===== src/rtl/klst_pkg.sv =====
// klst_pkg: types, codes and constants for the keyed light slot table.
// Used by every module of the block; depends on nothing.
package klst_pkg;

    localparam int ENTRIES_DEF = 32;
    localparam int TIME_W      = 48;

    localparam logic [1:0] OP_ALLOC = 2'd0;
    localparam logic [1:0] OP_TICK  = 2'd1;
    localparam logic [1:0] OP_READ  = 2'd2;
    localparam logic [1:0] OP_CLEAR = 2'd3;

    localparam logic [1:0] STAT_KEY  = 2'd0;
    localparam logic [1:0] STAT_FREE = 2'd1;
    localparam logic [1:0] STAT_FULL = 2'd2;
    localparam logic [1:0] STAT_DONE = 2'd3;

    localparam logic [5:0] COUNT_MAX = 6'd63;

    typedef struct packed {
        logic [1:0]         opcode;
        logic [15:0]        owner_key;
        logic [4:0]         slot_index;
        logic signed [31:0] origin_x;
        logic signed [31:0] origin_y;
        logic signed [31:0] origin_z;
        logic [23:0]        start_radius;
        logic [15:0]        red_level;
        logic [15:0]        green_level;
        logic [15:0]        blue_level;
        logic [15:0]        decay_rate;
        logic [15:0]        duration;
    } req_t;

    typedef struct packed {
        logic [1:0]         status;
        logic [4:0]         slot_used;
        logic [5:0]         active_count;
        logic [15:0]        entry_key;
        logic [23:0]        entry_radius;
        logic signed [31:0] entry_x;
        logic signed [31:0] entry_y;
        logic signed [31:0] entry_z;
        logic [15:0]        entry_red;
        logic [15:0]        entry_green;
        logic [15:0]        entry_blue;
    } rsp_t;

    typedef struct packed {
        logic [15:0]        key;
        logic signed [31:0] pos_x;
        logic signed [31:0] pos_y;
        logic signed [31:0] pos_z;
        logic [23:0]        radius;
        logic [15:0]        red;
        logic [15:0]        green;
        logic [15:0]        blue;
        logic [15:0]        decay;
        logic [TIME_W-1:0]  death;
    } entry_t;

    // memory port control
    typedef struct packed {
        logic rd_en;
        logic wr_en;
        logic clr;
    } mem_ctl_t;

    // per-entry outcome of the decay unit
    typedef struct packed {
        logic vld;
        logic wr;
        logic live;
    } upd_t;

endpackage


===== src/rtl/klst_decay.sv =====
// klst_decay: shared per-entry unit for the tick walk: expiry compare, decay
// multiply, then saturating radius update. Uses klst_pkg types.
module klst_decay #(
    parameter int ENTRIES = klst_pkg::ENTRIES_DEF,
    localparam int IW = $clog2(ENTRIES)
) (
    input  logic                          clk,
    input  logic                          rst_n,
    input  logic                          in_vld,
    input  logic [IW-1:0]                 in_idx,
    input  klst_pkg::entry_t              in_ent,
    input  logic [klst_pkg::TIME_W-1:0]   now_time,
    input  logic [15:0]                   dur,
    output klst_pkg::upd_t                upd,
    output logic [IW-1:0]                 out_idx,
    output klst_pkg::entry_t              out_ent
);

    logic             vld_reg;
    logic [IW-1:0]    idx_reg;
    klst_pkg::entry_t ent_reg;
    logic             exp_reg;
    logic             use_reg;
    logic [31:0]      loss_reg;

    always_ff @(posedge clk or negedge rst_n)
    begin
        if (!rst_n)
        begin
            vld_reg <= 1'b0;
        end
        else
        begin
            vld_reg <= in_vld;
        end
    end

    always_ff @(posedge clk)
    begin
        if (in_vld)
        begin
            idx_reg  <= in_idx;
            ent_reg  <= in_ent;
            exp_reg  <= (in_ent.death < now_time);
            use_reg  <= (in_ent.radius != 24'd0);
            loss_reg <= 32'(dur) * 32'(in_ent.decay);
        end
    end

    always_comb
    begin
        out_ent = ent_reg;
        if (exp_reg || (loss_reg >= {8'd0, ent_reg.radius}))
        begin
            out_ent.radius = 24'd0;
        end
        else
        begin
            out_ent.radius = ent_reg.radius - loss_reg[23:0];
        end
        upd.vld  = vld_reg;
        upd.wr   = vld_reg && use_reg;
        upd.live = vld_reg && use_reg && !exp_reg;
    end

    assign out_idx = idx_reg;

endmodule


===== config.mk =====
export PLATFORM = sky130hd
export DESIGN_NAME = klst_decay
export DESIGN_NICKNAME = d
export VERILOG_FILES = /design/src/rtl/klst_pkg.sv /design/src/rtl/klst_decay.sv
export SDC_FILE = /design/constraint.sdc
export NUM_CORES = 1
export LEC_CHECK = 0
export BUFFER_PORTS_ARGS = -buffer_cell sky130_fd_sc_hd__buf_4
export CAP_MARGIN = 40
export CORE_AREA = 2 2 225 227
export CTS_BUF_LIST = sky130_fd_sc_hd__clkbuf_4 sky130_fd_sc_hd__clkbuf_8
export CTS_CLUSTER_DIAMETER = 120
export CTS_CLUSTER_SIZE = 8
export DETAILED_ROUTE_END_ITERATION = 10
export DIE_AREA = 0 0 227 229
export GPL_TIMING_DRIVEN = 0
export HOLD_SLACK_MARGIN = 0.15
export PLACE_DENSITY = 0.78
export SLEW_MARGIN = 40
export SYNTH_ARGS = -nofsm -noshare
export SYNTH_HDL_FRONTEND = slang
export SYNTH_SLANG_ARGS = --single-unit

===== constraint.sdc =====
create_clock -name clk -period 7 [get_ports clk]
set_input_delay 0 -clock clk [delete_from_list [all_inputs] [get_ports clk]]
set_output_delay 0 -clock clk [all_outputs]
set_load 0.01 [all_outputs]

# ---- Word-level counts from Yosys, hierarchy flattened
# Cells that the tools add are included.
dict set report op_classes {
  addsub 1
  multipliers 1
  magnitude_cmp 2
  mux 1
  n_reduce_logical 5
}
# operator n
set ops {}
lappend ops {{48-bit less-than comparator} 1}
lappend ops {{32-bit by 24-bit >= comparator with 1-bit output} 1}
lappend ops {{16-bit by 16-bit multiplier with 32-bit output} 1}
lappend ops {{24-bit 2-to-1 mux} 1}
lappend ops {{24-bit nonzero test} 1}
lappend ops {{24-bit subtractor} 1}
lappend ops {{1-bit logical AND} 2}
lappend ops {{1-bit logical NOT} 1}
lappend ops {{1-bit logical OR} 1}
dict set report word_totals {
  regBits 288
  inputBits 320
  out_inout_bits 256
  elab_cells 25
}

# ---- Depth between registers and ports, before layout
dict set report logic_depth {
  word_depth 3
  ltp_mapped 23
  ltp_nobuf 22
}

# ---- Worst setup path before layout
# OpenSTA, ideal clock, no wires.
dict set report synth_path {
  kind {input port to flip-flop}
  from {input port in_ent[54] in the netlist's numbering}
  to {register loss_reg[27] (data pin)}
  setup_ns 0.260
  t_arrival_ns 5.185
  path_slack_ns 1.555
  path_stages 22
  n_path_buf 2
  path_cell_list {clkbuf_1 and2_1 fa_1 inv_1 fa_1 fa_1 inv_1 fa_1 fa_1 inv_1 fa_1 inv_1 ha_1 buf_2 a21oi_1 o21a_1 o21a_1 o211ai_2 a211oi_1 o21bai_1 a21oi_1 xnor2_1}
}
dict set report synth_via {
  elab_chain_cells 1
}
# element line_no
set synth_lines {}
lappend synth_lines {{start, declared} klst_decay.sv:11} ;# input klst_pkg::entry_t in_ent,
lappend synth_lines {{16-bit by 16-bit multiplier with 32-bit output} klst_decay.sv:46} ;# loss_reg <= 32'(dur) * 32'(in_ent.decay);
lappend synth_lines {{end signal, assigned} klst_decay.sv:46}
lappend synth_lines {{end, declared} klst_decay.sv:24} ;# logic [31:0] loss_reg;
# No other way between the ends.
# A chain may end at the register's enable or synchronous reset.

# ---- Worst setup path in the final report
# Same ends and word-level chain as after synthesis.

==> impl_metrics.prom <==
# TYPE chip_impl_metric gauge
chip_impl_info{name="outcome",value="complete, no violations"} 1
chip_impl_metric{name="drtIter0Drc",unit=""} 1666
chip_impl_metric{name="synthesis.area",unit="mm²"} 0.0220
chip_impl_metric{name="timing.fmax",unit="MHz"} 156
chip_impl_metric{name="setup_viol",unit=""} 0
chip_impl_metric{name="clock_sink_count",unit=""} 288
chip_impl_metric{name="remaining_antenna_violation_count",unit=""} 0
chip_impl_metric{name="chipHeight",unit="µm"} 229
chip_impl_metric{name="finalHoldWorstSlack",unit="ps"} 194
chip_impl_metric{name="placement.io_buffers",unit=""} 575
chip_impl_metric{name="critical_path_required",unit="ps"} 7360
chip_impl_metric{name="synth-seq-cells",unit=""} 288
chip_impl_metric{name="hold_viol_final",unit=""} 0
chip_impl_metric{name="number_of_h_tree_branching_levels",unit=""} 2
chip_impl_metric{name="route.detailed.drc",unit=""} 0
chip_impl_metric{name="overall_via_count_from_detail_route",unit=""} 19083
chip_impl_info{name="layout_common_cells",value="sky130_fd_sc_hd__buf_4 (799), sky130_fd_sc_hd__dlygate4sd3_1 (471), sky130_fd_sc_hd__inv_1 (343), sky130_fd_sc_hd__edfxtp_1 (287), sky130_fd_sc_hd__ha_1 (198)"} 1
chip_impl_metric{name="setup_tns",unit="ps"} 0
chip_impl_metric{name="finalWirelength",unit="µm"} 92700
chip_impl_metric{name="detail_route.vias_per_cell",unit=""} 5.06
chip_impl_info{name="hold_path_end",value="out_ent[46]"} 1
chip_impl_info{name="cell_taking_the_most_area_after_synthesis",value="sky130_fd_sc_hd__edfxtp_1"} 1
chip_impl_metric{name="start_util",unit="%"} 44.3
chip_impl_metric{name="crit_arrival",unit="ps"} 6770
chip_impl_metric{name="drt_first_pass_iters",unit=""} 5
chip_impl_metric{name="synth_area_per_cell",unit="µm²"} 11.1
chip_impl_info{name="tritoncts",value="done"} 1
chip_impl_metric{name="p_leak",unit="nW"} 15.6
chip_impl_metric{name="critical-path-max-stage-delay",unit="ps"} 580
chip_impl_metric{name="yosys.cell_types.count",unit=""} 56
chip_impl_metric{name="chipWidth",unit="µm"} 227
chip_impl_metric{name="critical_path.max_fanout",unit=""} 10
chip_impl_metric{name="largest_register_ff_count",unit=""} 224
chip_impl_metric{name="postSynth.asyncResetShare",unit="%"} 0.347
chip_impl_metric{name="number_of_placement_rows",unit=""} 82
chip_impl_metric{name="grt_antenna_before_repair",unit=""} 27
chip_impl_metric{name="synth.yosys.seq_area_share",unit="%"} 39.3
chip_impl_metric{name="grt_pass1_vias",unit=""} 19751
chip_impl_metric{name="final.period_utilization",unit="%"} 91.6
chip_impl_metric{name="clkTransAtPathRegs",unit="ps"} 70
chip_impl_metric{name="synth.yosys.warnings",unit=""} 0
chip_impl_metric{name="layout.nets",unit=""} 3781
chip_impl_metric{name="gr-usage-all-layers",unit="%"} 35.5
chip_impl_metric{name="areaGrowthSynthToFinish",unit="%"} 48.8
chip_impl_metric{name="post-cts-setup-buffer-count",unit=""} 0
chip_impl_info{name="slowest_stage",value="sky130_fd_sc_hd__fa_1"} 1
chip_impl_info{name="endpoint_kind",value="flip-flop"} 1
chip_impl_info{name="clock_tree.root_cell",value="sky130_fd_sc_hd__clkbuf_8"} 1
chip_impl_metric{name="postSynthNetCount",unit=""} 2687
chip_impl_metric{name="dieArea",unit="mm²"} 0.0520
chip_impl_metric{name="routedWlPerCell",unit="µm"} 24.6
chip_impl_metric{name="synth_edf_count",unit=""} 287
chip_impl_info{name="worst_path_most_repeated_cell",value="sky130_fd_sc_hd__fa_1"} 1
chip_impl_metric{name="worst_hold_path.num_cells",unit=""} 2
chip_impl_metric{name="number_of_instances_resized_during_post_cts_repair",unit=""} 0
chip_impl_metric{name="vdd_drop_max",unit="V"} 0.000462
chip_impl_metric{name="tightest_slew",unit="ps"} 729
chip_impl_info{name="crit_type",value="in2reg"} 1
chip_impl_metric{name="boundaryPins",unit=""} 576
chip_impl_metric{name="cts_inserted_buffers",unit=""} 42
chip_impl_info{name="worstPathCellList",value="dlygate4sd3_1, buf_4, clkbuf_1, and2_1, fa_1, inv_1, fa_1, fa_1, inv_1, fa_1, fa_1, inv_1, fa_1, inv_1, ha_1, buf_2, a21oi_1, o21a_1, o21a_1, o211ai_2, a211oi_1, o21bai_1, a21oi_1, xnor2_1"} 1
chip_impl_info{name="synth_ff_type",value="sky130_fd_sc_hd__edfxtp_1"} 1
chip_impl_info{name="rsz0062_at_grt",value="false"} 1
chip_impl_metric{name="power.total",unit="W"} 0.0110
chip_impl_metric{name="grt_start_max_net_pins",unit=""} 80
chip_impl_metric{name="core-area",unit="mm²"} 0.0497
chip_impl_metric{name="grt_remaining_overflow",unit=""} 0
chip_impl_metric{name="timing.slew.headroom",unit="%"} 51.1
chip_impl_info{name="layout_commonest_cell",value="sky130_fd_sc_hd__buf_4"} 1
chip_impl_metric{name="drv.max_cap_violation_count",unit=""} 0
chip_impl_info{name="yosys-top-cells-area",value="sky130_fd_sc_hd__edfxtp_1 (39%), sky130_fd_sc_hd__fa_1 (18%), sky130_fd_sc_hd__ha_1 (11%), sky130_fd_sc_hd__buf_4 (7.7%), sky130_fd_sc_hd__inv_1 (5.9%)"} 1
chip_impl_metric{name="grt_first_pass_wirelength",unit="µm"} 132000
chip_impl_metric{name="dp.final_hpwl",unit="µm"} 68100
chip_impl_metric{name="cts_max_path_buffers",unit=""} 3
chip_impl_metric{name="post_route_cells_drive_above_1_share",unit="%"} 28.5
chip_impl_metric{name="powerDensity",unit="mW/mm²"} 336
chip_impl_metric{name="syn_inst",unit=""} 1974
chip_impl_metric{name="timing.final.crit_period",unit="ps"} 6410
chip_impl_metric{name="slew_viol_final",unit=""} 0
chip_impl_info{name="holdCritPathClass",value="in2reg"} 1
chip_impl_info{name="critPathLaunchType",value="input pin"} 1
chip_impl_metric{name="gp_congestion",unit=""} 1.06
chip_impl_info{name="holdCritStartpoint",value="in_ent[46]"} 1
chip_impl_metric{name="netlist.area_leader.share",unit="%"} 39.2
==> synth_stat cells, types with 10 or more instances <==
library cell               count
sky130_fd_sc_hd__buf_4       225
sky130_fd_sc_hd__inv_1       343
sky130_fd_sc_hd__xor2_1       14
sky130_fd_sc_hd__fa_1        195
sky130_fd_sc_hd__and2_1      107
sky130_fd_sc_hd__a21oi_1      67
sky130_fd_sc_hd__clkbuf_1     39
sky130_fd_sc_hd__nand4_1      17
sky130_fd_sc_hd__a31oi_1      10
sky130_fd_sc_hd__xnor2_1      33
sky130_fd_sc_hd__edfxtp_1    287
sky130_fd_sc_hd__nor3_1       13
sky130_fd_sc_hd__nand2_1     185
sky130_fd_sc_hd__nor2b_1      11
sky130_fd_sc_hd__nor2_1       55
sky130_fd_sc_hd__o21ai_0      41
sky130_fd_sc_hd__o21a_1       11
sky130_fd_sc_hd__ha_1        198
sky130_fd_sc_hd__nand3_1      12
sky130_fd_sc_hd__a21o_1       28
==> critical path: cells and delay by family <==
family / cells / cell delay [ps]
AO/OA/AOI/OAI: 7 / 1490
buffers and inverters: 8 / 1470
XOR/XNOR: 1 / 90
AND/OR/NAND/NOR: 1 / 300
adder cells (fa/ha/maj): 7 / 3410
==> cell families after synthesis <==
kind of cell / synth area share (%)
buffers and inverters: 14.3
and+or+nand+nor: 9.41
adders and majority gates: 29.0
DFF: 39.3
AOI/OAI and AO/OA: 6.12
xor gates and xnor gates: 1.87
==> worst max-delay path by stage <==
stage	startpoint	endpoint	slack, ps
floorplan	in_ent[54]	loss_reg[27]	1560
CTS	in_ent[54]	loss_reg[31]	700
finish	in_ent[54]	loss_reg[27]	590
global route	in_ent[63]	loss_reg[27]	330
global placement	in_ent[63]	loss_reg[27]	620
detailed placement	in_ent[54]	loss_reg[31]	610
==> cell type report <==
cell class	instances	area, µm²
plain buffers	268	1860
clock buffers	53	661
well taps	672	841
inverters	343	1290
flip-flops and latches	288	8640
repair buffers	1050	9150
fillers	3787	16900
clock inverters	4	31.3
diodes	18	45.0
multi-input cells	1075	10200
==> through the flow <==
| step | std cells | setup slack, ps | area [µm²] | util, % |
|---|---|---|---|---|
| after floorplan | 1974 | 1560 | 22000 | - |
| after global placement | 3221 | 623 | 27200 | 54.7 |
| after detailed placement | 3225 | 609 | 27300 | 54.9 |
| after CTS | 3753 | 701 | 32700 | 65.8 |
| after global routing | 3768 | 327 | 32700 | 65.9 |
| final | 3771 | 590 | 32700 | 65.9 |
==> routing by layer <==
layer  part of all wire (%)  vias to the layer above  GRT usage, %
met5                  0.040                        -             0
met4                    6.3                        6          18.7
met3                    8.5                      248          7.30
met2                     45                      981          55.1
met1                     40                     9458          46.9
li1                       -                     8390             -
==> power breakdown <==
group | switching, W | internal [W]
registers | 0.0000992 | 0.00239
clock network | 0.000728 | 0.000608
logic | 0.00409 | 0.00307
==> timing repair <==
| item | CTS | global route |
|---|---|---|
| hold buffers | 471 | 0 |
| endpoints found under the hold margin | 420 | 0 |
| setup endpoints to repair | 0 | 0 |
(Power assumes the default switching activity.)
